===== config.mk =====
export PLATFORM = sky130hd
export DESIGN_NAME = page_frame_allocator
export DESIGN_NICKNAME = d
export VERILOG_FILES = /design/src/pfa_pkg.sv /design/src/pfa_frame_map.sv /design/src/pfa_proc_table.sv /design/src/page_frame_allocator.sv
export VERILOG_INCLUDE_DIRS = /design/src /design/src/src
export SDC_FILE = /design/constraint.sdc
export NUM_CORES = 1
export LEC_CHECK = 0
export BUFFER_PORTS_ARGS = -buffer_cell sky130_fd_sc_hd__buf_4
export CAP_MARGIN = 5
export CORE_MARGIN = 4
export CORE_UTILIZATION = 67
export CTS_CLUSTER_DIAMETER = 120
export DETAILED_ROUTE_END_ITERATION = 7
export PLACE_DENSITY = 0.86
export REMOVE_ABC_BUFFERS = 1
export SYNTH_ARGS = -nofsm -noshare
export SYNTH_HDL_FRONTEND = slang
export SYNTH_SLANG_ARGS = --single-unit

===== constraint.sdc =====
create_clock -name i_clk -period 11.8 [get_ports i_clk]
set_input_delay 0 -clock i_clk [delete_from_list [all_inputs] [get_ports i_clk]]
set_output_delay 0 -clock i_clk [all_outputs]
set_load 0.01 [all_outputs]

===== src/page_frame_allocator_defines.svh =====
// Assertion helpers shared by the allocator modules.
// Each module that uses them has i_clk and i_rst_n ports.
`ifndef PAGE_FRAME_ALLOCATOR_DEFINES_SVH
`define PAGE_FRAME_ALLOCATOR_DEFINES_SVH

// Same-cycle implication, checked outside reset.
`define PFA_ASSERT_IMP(lbl, ante, cons) \
    lbl: assert property (@(posedge i_clk) disable iff (!i_rst_n) (ante) |-> (cons)) \
        else $error("page frame allocator check failed");

// Next-cycle implication, checked outside reset.
`define PFA_ASSERT_NXT(lbl, ante, cons) \
    lbl: assert property (@(posedge i_clk) disable iff (!i_rst_n) (ante) |=> (cons)) \
        else $error("page frame allocator check failed");

`endif


===== src/pfa_pkg.sv =====
`default_nettype none

package pfa_pkg;

    localparam int ID_W    = 7;
    localparam int COUNT_W = 7;

    typedef enum logic {
        KIND_ALLOC = 1'b0,
        KIND_FREE  = 1'b1
    } t_kind;

    typedef enum logic [1:0] {
        ST_OK      = 2'd0,
        ST_ACTIVE  = 2'd1,
        ST_SHORT   = 2'd2,
        ST_UNKNOWN = 2'd3
    } t_status;

    typedef struct packed {
        logic              used;
        logic [ID_W-1:0]   owner;
    } t_frame_word;

    typedef struct packed {
        logic               start;
        t_kind              kind;
        logic [ID_W-1:0]    id;
        logic [COUNT_W-1:0] want;
    } t_scan_cmd;

    typedef struct packed {
        logic ready;
        logic done;
    } t_scan_stat;

    typedef struct packed {
        logic            rd_en;
        logic            wr_en;
        logic            wr_active;
        logic [ID_W-1:0] id;
    } t_proc_req;

    typedef struct packed {
        logic ready;
        logic in_range;
        logic active;
    } t_proc_stat;

endpackage

`default_nettype wire


===== src/pfa_frame_map.sv =====
`default_nettype none
`include "page_frame_allocator_defines.svh"

module pfa_frame_map
    import pfa_pkg::*;
#(
    parameter int NUM_FRAMES = 64
) (
    input  wire logic                             i_clk,
    input  wire logic                             i_rst_n,
    input  wire t_scan_cmd                        i_cmd,
    output      t_scan_stat                       o_stat,
    output      logic [$clog2(NUM_FRAMES+1)-1:0]  o_count
);

    localparam int FAW = (NUM_FRAMES > 1) ? $clog2(NUM_FRAMES) : 1;
    localparam int CW  = $clog2(NUM_FRAMES + 1);
    localparam int XW  = CW + COUNT_W;

    t_frame_word r_mem [NUM_FRAMES];

    logic                r_clr;
    logic [FAW-1:0]      r_clr_addr;
    logic                r_rd_busy;
    logic [FAW-1:0]      r_rd_addr;
    t_frame_word         r_rd_data;
    logic                r_s1_vld;
    logic [FAW-1:0]      r_s1_addr;
    logic                r_s1_last;
    t_kind               r_kind;
    logic [ID_W-1:0]     r_id;
    logic [COUNT_W-1:0]  r_want;
    logic [CW-1:0]       r_got;
    logic                r_done;

    logic                clr_last;
    logic                rd_last;
    logic                hit;
    logic                wr_en;
    logic [FAW-1:0]      wr_addr;
    t_frame_word         wr_data;

    assign clr_last = (r_clr_addr == FAW'(NUM_FRAMES - 1));
    assign rd_last  = (r_rd_addr == FAW'(NUM_FRAMES - 1));

    // Shared compare: take the first free frames, or release frames owned by the id.
    always_comb begin
        unique case (r_kind)
            KIND_ALLOC: hit = !r_rd_data.used && (XW'(r_got) < XW'(r_want));
            KIND_FREE:  hit = r_rd_data.used && (r_rd_data.owner == r_id);
            default:    hit = 1'b0;
        endcase
    end

    assign wr_en   = r_clr || (r_s1_vld && hit);
    assign wr_addr = r_clr ? r_clr_addr : r_s1_addr;
    always_comb begin
        wr_data.used  = 1'b0;
        wr_data.owner = '0;
        if (!r_clr && r_kind == KIND_ALLOC) begin
            wr_data.used  = 1'b1;
            wr_data.owner = r_id;
        end
    end

    always_ff @(posedge i_clk) begin
        if (wr_en) begin
            r_mem[wr_addr] <= wr_data;
        end
        if (r_rd_busy) begin
            r_rd_data <= r_mem[r_rd_addr];
        end
    end

    always_ff @(posedge i_clk) begin
        if (!i_rst_n) begin
            r_clr      <= 1'b1;
            r_clr_addr <= '0;
            r_rd_busy  <= 1'b0;
            r_rd_addr  <= '0;
            r_s1_vld   <= 1'b0;
            r_s1_addr  <= '0;
            r_s1_last  <= 1'b0;
            r_kind     <= KIND_ALLOC;
            r_id       <= '0;
            r_want     <= '0;
            r_got      <= '0;
            r_done     <= 1'b0;
        end else begin
            if (r_clr) begin
                r_clr_addr <= r_clr_addr + FAW'(1);
                if (clr_last) begin
                    r_clr <= 1'b0;
                end
            end
            if (i_cmd.start) begin
                r_rd_busy <= 1'b1;
                r_rd_addr <= '0;
                r_kind    <= i_cmd.kind;
                r_id      <= i_cmd.id;
                r_want    <= i_cmd.want;
                r_got     <= '0;
            end else if (r_rd_busy) begin
                r_rd_addr <= r_rd_addr + FAW'(1);
                if (rd_last) begin
                    r_rd_busy <= 1'b0;
                end
            end
            r_s1_vld  <= r_rd_busy;
            r_s1_addr <= r_rd_addr;
            r_s1_last <= rd_last;
            if (r_s1_vld && hit) begin
                r_got <= r_got + CW'(1);
            end
            r_done <= r_s1_vld && r_s1_last;
        end
    end

    assign o_stat.ready = !r_clr;
    assign o_stat.done  = r_done;
    assign o_count      = r_got;

    `PFA_ASSERT_IMP(a_alloc_bound, r_kind == KIND_ALLOC, XW'(r_got) <= XW'(r_want))
    `PFA_ASSERT_IMP(a_no_scan_in_clear, r_clr, !r_s1_vld && !r_rd_busy)

endmodule

`default_nettype wire


===== src/pfa_proc_table.sv =====
`default_nettype none
`include "page_frame_allocator_defines.svh"

module pfa_proc_table
    import pfa_pkg::*;
#(
    parameter int MAX_PROCS = 128
) (
    input  wire logic       i_clk,
    input  wire logic       i_rst_n,
    input  wire t_proc_req  i_req,
    output      t_proc_stat o_stat
);

    localparam int PAW = $clog2(MAX_PROCS);
    localparam int IW  = PAW + ID_W + 1;

    logic r_mem [MAX_PROCS];

    logic           r_clr;
    logic [PAW-1:0] r_clr_addr;
    logic           r_rd_data;
    logic           r_rd_in;

    logic [IW-1:0]  id_ext;
    logic [PAW-1:0] idx;
    logic           in_range;
    logic           wr_en;
    logic [PAW-1:0] wr_addr;
    logic           wr_data;

    assign id_ext   = IW'(i_req.id);
    assign idx      = id_ext[PAW-1:0];
    assign in_range = (id_ext < IW'(MAX_PROCS));

    assign wr_en   = r_clr || (i_req.wr_en && in_range);
    assign wr_addr = r_clr ? r_clr_addr : idx;
    assign wr_data = !r_clr && i_req.wr_active;

    always_ff @(posedge i_clk) begin
        if (wr_en) begin
            r_mem[wr_addr] <= wr_data;
        end
        if (i_req.rd_en) begin
            r_rd_data <= r_mem[idx];
            r_rd_in   <= in_range;
        end
    end

    always_ff @(posedge i_clk) begin
        if (!i_rst_n) begin
            r_clr      <= 1'b1;
            r_clr_addr <= '0;
        end else if (r_clr) begin
            r_clr_addr <= r_clr_addr + PAW'(1);
            if (r_clr_addr == PAW'(MAX_PROCS - 1)) begin
                r_clr <= 1'b0;
            end
        end
    end

    assign o_stat.ready    = !r_clr;
    assign o_stat.in_range = r_rd_in;
    assign o_stat.active   = r_rd_data && r_rd_in;

    `PFA_ASSERT_IMP(a_no_update_in_clear, r_clr, !i_req.wr_en && !i_req.rd_en)

endmodule

`default_nettype wire


===== src/page_frame_allocator.sv =====
// Page frame allocator: a bitmap of NUM_FRAMES frames with an owner id per frame.
// Input channel (i_valid/o_ready): i_kind selects allocate or free, i_process_id
// names the process, i_frame_count gives the frames wanted on allocate.
// Output channel (o_valid/i_ready): one result per input transaction with
// o_status, o_free_frames (free count after the transaction) and o_frames_changed.
// An allocate of an active id or an out-of-range id, a request larger than the free
// count, or a free of an unknown id changes nothing; its result goes from the check
// state through the done state to the output register, and o_ready is low till then.
// Any other transaction sweeps the frame memory one frame per cycle through one
// compare unit, and its result is registered after the sweep; one transaction
// is in flight at a time and o_ready stays low until its result is registered.
// A finished result waits in the output register while the receiver stalls; the
// next transaction may already be accepted and worked on, and its result is held
// back until the output register is free.
// After reset both tables are swept clear: o_ready stays low until both sweeps end,
// then every frame is free and no process is active.
`default_nettype none
`include "page_frame_allocator_defines.svh"

module page_frame_allocator
    import pfa_pkg::*;
#(
    parameter int NUM_FRAMES = 64,
    parameter int MAX_PROCS  = 128
) (
    input  wire logic               i_clk,
    input  wire logic               i_rst_n,
    input  wire logic               i_valid,
    output      logic               o_ready,
    input  wire logic               i_kind,
    input  wire logic [ID_W-1:0]    i_process_id,
    input  wire logic [COUNT_W-1:0] i_frame_count,
    output      logic               o_valid,
    input  wire logic               i_ready,
    output      logic [1:0]         o_status,
    output      logic [COUNT_W-1:0] o_free_frames,
    output      logic [COUNT_W-1:0] o_frames_changed
);

    localparam int CW = $clog2(NUM_FRAMES + 1);
    localparam int XW = CW + COUNT_W;

    typedef enum logic [1:0] {
        S_IDLE,
        S_CHECK,
        S_SCAN,
        S_DONE
    } t_state;

    t_state             r_state;
    t_kind              r_kind;
    logic [ID_W-1:0]    r_id;
    logic [COUNT_W-1:0] r_want;
    logic [CW-1:0]      r_free;
    t_status            r_res_status;
    logic [CW-1:0]      r_res_changed;
    logic               r_o_valid;
    t_status            r_o_status;
    logic [CW-1:0]      r_o_free;
    logic [CW-1:0]      r_o_changed;

    t_scan_cmd          scan_cmd;
    t_scan_stat         scan_stat;
    logic [CW-1:0]      scan_count;
    t_proc_req          proc_req;
    t_proc_stat         proc_stat;

    logic               accept;
    logic               short;
    logic [CW:0]        free_sum;
    logic [CW-1:0]      n_free;
    logic [XW-1:0]      free_ext;
    logic [XW-1:0]      changed_ext;

    assign o_ready = (r_state == S_IDLE) && scan_stat.ready && proc_stat.ready;
    assign accept  = i_valid && o_ready;

    assign short = !proc_stat.in_range || (XW'(r_want) > XW'(r_free));

    assign scan_cmd.start = (r_state == S_CHECK) && (
        (r_kind == KIND_ALLOC && !proc_stat.active && !short) ||
        (r_kind == KIND_FREE && proc_stat.active));
    assign scan_cmd.kind  = r_kind;
    assign scan_cmd.id    = r_id;
    assign scan_cmd.want  = r_want;

    assign proc_req.rd_en     = accept;
    assign proc_req.wr_en     = (r_state == S_SCAN) && scan_stat.done;
    assign proc_req.wr_active = (r_kind == KIND_ALLOC);
    assign proc_req.id        = (r_state == S_IDLE) ? i_process_id : r_id;

    // Saturate the free count on release.
    assign free_sum = (CW+1)'(r_free) + (CW+1)'(scan_count);
    always_comb begin
        unique case (r_kind)
            KIND_ALLOC: n_free = r_free - scan_count;
            KIND_FREE:  n_free = (free_sum > (CW+1)'(NUM_FRAMES)) ? CW'(NUM_FRAMES)
                                                                 : free_sum[CW-1:0];
            default:    n_free = r_free;
        endcase
    end

    pfa_frame_map #(
        .NUM_FRAMES (NUM_FRAMES)
    ) u_frame_map (
        .i_clk   (i_clk),
        .i_rst_n (i_rst_n),
        .i_cmd   (scan_cmd),
        .o_stat  (scan_stat),
        .o_count (scan_count)
    );

    pfa_proc_table #(
        .MAX_PROCS (MAX_PROCS)
    ) u_proc_table (
        .i_clk   (i_clk),
        .i_rst_n (i_rst_n),
        .i_req   (proc_req),
        .o_stat  (proc_stat)
    );

    always_ff @(posedge i_clk) begin
        if (!i_rst_n) begin
            r_state       <= S_IDLE;
            r_kind        <= KIND_ALLOC;
            r_id          <= '0;
            r_want        <= '0;
            r_free        <= CW'(NUM_FRAMES);
            r_res_status  <= ST_OK;
            r_res_changed <= '0;
            r_o_valid     <= 1'b0;
            r_o_status    <= ST_OK;
            r_o_free      <= '0;
            r_o_changed   <= '0;
        end else begin
            if (r_o_valid && i_ready && r_state != S_DONE) begin
                r_o_valid <= 1'b0;
            end
            unique case (r_state)
                S_IDLE: begin
                    if (accept) begin
                        r_kind  <= t_kind'(i_kind);
                        r_id    <= i_process_id;
                        r_want  <= i_frame_count;
                        r_state <= S_CHECK;
                    end
                end
                S_CHECK: begin
                    r_res_changed <= '0;
                    if (scan_cmd.start) begin
                        r_state <= S_SCAN;
                    end else begin
                        if (r_kind == KIND_FREE) begin
                            r_res_status <= ST_UNKNOWN;
                        end else if (proc_stat.active) begin
                            r_res_status <= ST_ACTIVE;
                        end else begin
                            r_res_status <= ST_SHORT;
                        end
                        r_state <= S_DONE;
                    end
                end
                S_SCAN: begin
                    if (scan_stat.done) begin
                        r_free        <= n_free;
                        r_res_status  <= ST_OK;
                        r_res_changed <= scan_count;
                        r_state       <= S_DONE;
                    end
                end
                S_DONE: begin
                    // Hold the result until the output register drains.
                    if (!r_o_valid || i_ready) begin
                        r_o_valid   <= 1'b1;
                        r_o_status  <= r_res_status;
                        r_o_free    <= r_free;
                        r_o_changed <= r_res_changed;
                        r_state     <= S_IDLE;
                    end
                end
                default: r_state <= S_IDLE;
            endcase
        end
    end

    assign free_ext         = XW'(r_o_free);
    assign changed_ext      = XW'(r_o_changed);
    assign o_valid          = r_o_valid;
    assign o_status         = r_o_status;
    assign o_free_frames    = free_ext[COUNT_W-1:0];
    assign o_frames_changed = changed_ext[COUNT_W-1:0];

    `PFA_ASSERT_IMP(a_free_bound, 1'b1, r_free <= CW'(NUM_FRAMES))
    `PFA_ASSERT_IMP(a_reject_no_change, r_o_valid && r_o_status != ST_OK, r_o_changed == '0)
    `PFA_ASSERT_NXT(a_scan_done_commits, r_state == S_SCAN && scan_stat.done,
                    r_state == S_DONE && r_res_status == ST_OK)

endmodule

`default_nettype wire

==> results.py <==
metrics = {
    "run_status": {
        "run_status": "finished with violations",
        "failed_checks": "DRC",
    },
    "sta": {
        "fmax_mhz": 246,
        "worst_hold_slack_ns": 0.0893,
        "timing.final.crit_period_ns": 4.06,
        "slew_headroom_pct": 10.4,
        "rsz0062_at_grt": "false",
        "worst_clock_skew_ns": 0.0425,
        "number_of_pins_exceeding_their_max_slew_limit_in_the_final_report": 0,
        "layout_worst_path_cycle_share_pct": 34.4,
        "hold_viol_final": 0,
        "number_of_failing_setup_endpoints_in_the_final_timing_report": 0,
        "max_slew.worst_pin.slew_ns": 1.34,
        "total_negative_setup_slack_ns": 0,
    },
    "critical_path": {
        "data_arrival_time_at_the_worst_slack_endpoint_ns": 4.36,
        "crit_type": "reg -> reg",
        "cp.required_ns": 12.10,
        "timing.critical_path.from_type": "flip-flop",
        "crit_path_end_kind": "flip-flop",
        "critical_path_peak_fanout": 43,
    },
    "finish": {
        "mostFrequentLayoutCells": "649 x edfxtp_1, 246 x nor2_1, 229 x nand2_1",
        "register_area_um2": 21600,
        "final.fill_count": 2343,
        "final_layout_size_suffix_gt1_share_pct": 18.7,
        "biggestRegsByFlops": "u_frame_map.r_mem: 512 flops, u_proc_table.r_mem: 128 flops, u_frame_map.r_rd_data: 8 flops",
        "most_flops_register": "u_frame_map.r_mem",
        "layout_stage_area_growth_over_the_synthesis_result_pct": 11.0,
        "flip_flop_count_of_the_largest_register_all_copies_and_words_added": 512,
        "multi_input_area_um2": 9050,
        "fin_util_pct": 75.8,
        "post_layout_nonfiller_instances": 2714,
        "number_of_nets_in_the_finished_design": 2107,
        "antenna_cells_inserted": 0,
        "layout_commonest_cell": "edfxtp_1",
    },
    "die": {
        "floorplan.initialDensity_pct": 68.3,
        "die_area_um2": 50100,
        "die_width_um": 224,
        "pin_count": 37,
        "fp-row-count": 78,
        "floorplan.core_area_um2": 45700,
        "floorplan.die.height_um": 224,
    },
    "synthesis": {
        "synth_edf_count": 649,
        "post_synth_num_cell_types": 62,
        "synthesized_instance_count": 1996,
        "synth_async_sr_flop_share_pct": 0,
        "ys_warn_count": 0,
        "syn_area_um2": 31200,
        "synthFlopType": "edfxtp_1",
        "synth_area_per_cell_um2": 15.6,
        "yosysSeqAreaShare_pct": 69.1,
        "ys_ff_latch": 752,
    },
    "route": {
        "dr.first_iter.drc_count": 3275,
        "firstDrtPassIters": 8,
        "postRouteAntennaNets": 0,
        "post-route-drc-count": 43,
        "drt-vias-per-instance": 7.13,
        "finalWirelength_mm": 81.0,
        "via_count": 19339,
        "avgRoutedWirePerCell_um": 29.9,
    },
    "clocking": {
        "clock-root-buffer": "clkbuf_16",
        "clockBufferDepth": 3,
        "worst_skew_pair.late_latency_ns": 0.65,
        "cts_tree": "built",
        "ctsHtreeMaxLevel": 3,
        "cts_buffers": 74,
        "clkTransAtPathRegs_ns": 0.06,
        "cts_post_setup_buffers_inserted": 0,
        "clock-sinks": 752,
    },
    "pwr": {
        "cellPowerDensity_nw_per_um2": 165,
        "irDropWorstVdd_uv": 138,
        "power_leakage_nw": 12.3,
        "fin_total_pwr_mw": 5.72,
    },
    "placement": {
        "dpl.cell_count": 2552,
        "rd_place_congestion": 0.870,
        "dp_hpwl_mm": 44.9,
        "port_buffers": 36,
    },
    "global_route": {
        "grt_start_max_net_pins": 129,
        "vias_in_the_first_global_route": 18893,
        "grt_pass1_wl_mm": 121,
        "grt_overflow_total": 0,
        "grt_util_all_layers_pct": 32.7,
        "grt_antenna_before_repair": 5,
    },
    "run": {
        "max_cap_violations": 0,
    },
    "worst_hold_path": {
        "worst_hold_class": "in -> reg",
    },
}
## Yosys cell counts, drive strengths merged, types with 6 or more instances
| master | n | area [µm²] |
|---|---|---|
| nand2 | 229 | 860 |
| clkbuf | 60 | 226 |
| inv | 39 | 146 |
| nor2 | 248 | 931 |
| ha | 34 | 425 |
| a22oi | 7 | 52.6 |
| o32ai | 10 | 87.6 |
| edfxtp | 649 | 19500 |
| mux4 | 177 | 3990 |
| mux2i | 33 | 343 |
| nor2b | 6 | 37.5 |
| a21o | 6 | 45.0 |
| xor2 | 9 | 78.8 |
| buf | 44 | 275 |
| nand2b | 15 | 93.8 |
| and2 | 18 | 113 |
| o21ai | 32 | 160 |
| a21oi | 60 | 300 |
| a311oi | 8 | 70.1 |
| nand3 | 53 | 265 |
| o21a | 6 | 45.0 |
| nand4 | 18 | 113 |
| a31oi | 12 | 75.1 |
| xnor2 | 17 | 149 |
| or3 | 8 | 50.1 |
| dfxtp | 103 | 2060 |
| o31ai | 6 | 45.0 |
| and3 | 12 | 75.1 |
| nor3 | 24 | 120 |
| mux2 | 11 | 124 |
## power by group
group	leakage, nW	internal [mW]	switching (mW)
Combinational	3.10	0.149	0.253
Clock	1.21	1.36	1.05
Sequential	7.95	2.87	0.0348
## kinds of logic (layout without fill, tap and decap cells)
group	Yosys count	after routing	share of synthesized area, %
AND/OR/NAND/NOR	638	638	8.69
buffers and inverters	144	262	2.09
multiplexers	221	221	14.3
AO/OA/AOI/OAI	179	179	3.67
flip-flops	752	752	69.1
adder cells (fa/ha/maj)	36	36	1.49
XOR/XNOR	26	26	0.730
## path summary, 6_finish.rpt
path	startpoint	endpoint	slack [ns]	depth (start not counted)
max	r_state[0]$_SDFFE_PN0P_	u_proc_table.r_mem[110]$_DFFE_PP_	7.74	6
max reg2reg	r_state[0]$_SDFFE_PN0P_	u_proc_table.r_mem[110]$_DFFE_PP_	7.74	6
min	i_valid	r_id[6]$_SDFFE_PN0P_	0.09	4
min reg2reg	r_res_changed[5]$_SDFFE_PN0P_	o_frames_changed[5]$_SDFFE_PN0P_	0.45	2
## final cells by class
cell class / instances / share of cell area [%]
sequential: 752 / 62.3
multi-input combinational: 1100 / 26.1
clock buffer: 82 / 5.52
tap: 600 / 2.17
inverter: 40 / 0.434
clock inverter: 56 / 1.56
timing repair buffer: 84 / 1.93
## per-stage QoR
| stage | worst slack, ns | cell area (µm²) |
|---|---|---|
| finish | 7.74 | 34600 |
| floorplan | 4.59 | 30700 |
| global placement | 7.95 | 31900 |
| detailed placement | 7.87 | 31900 |
| global route | 7.59 | 34600 |
| CTS | 7.81 | 34600 |
## layer usage
layer	share of wire [%]	vias up	routed length, µm	track usage, %
met2	49	1682	40000	54.0
met4	5.7	8	4620	14.0
met1	33	9507	26900	42.2
li1	-	7761	-	-
met5	0.056	-	45	0
met3	12	381	9460	8.03
## worst max-delay path, cell delays in order, from the launching register on
cell and delay [ns]:
dfxtp_1 0.34, inv_1 0.11, ha_1 0.70, mux2_2 0.75, o32ai_1 0.67, nand3_1 0.77, nor2_1 0.38
## repair_timing
item,in CTS,in global routing
resized for setup,0,0
hold buffers,17,0
endpoints found under the hold margin,42,0
(Power assumes the default switching activity.)
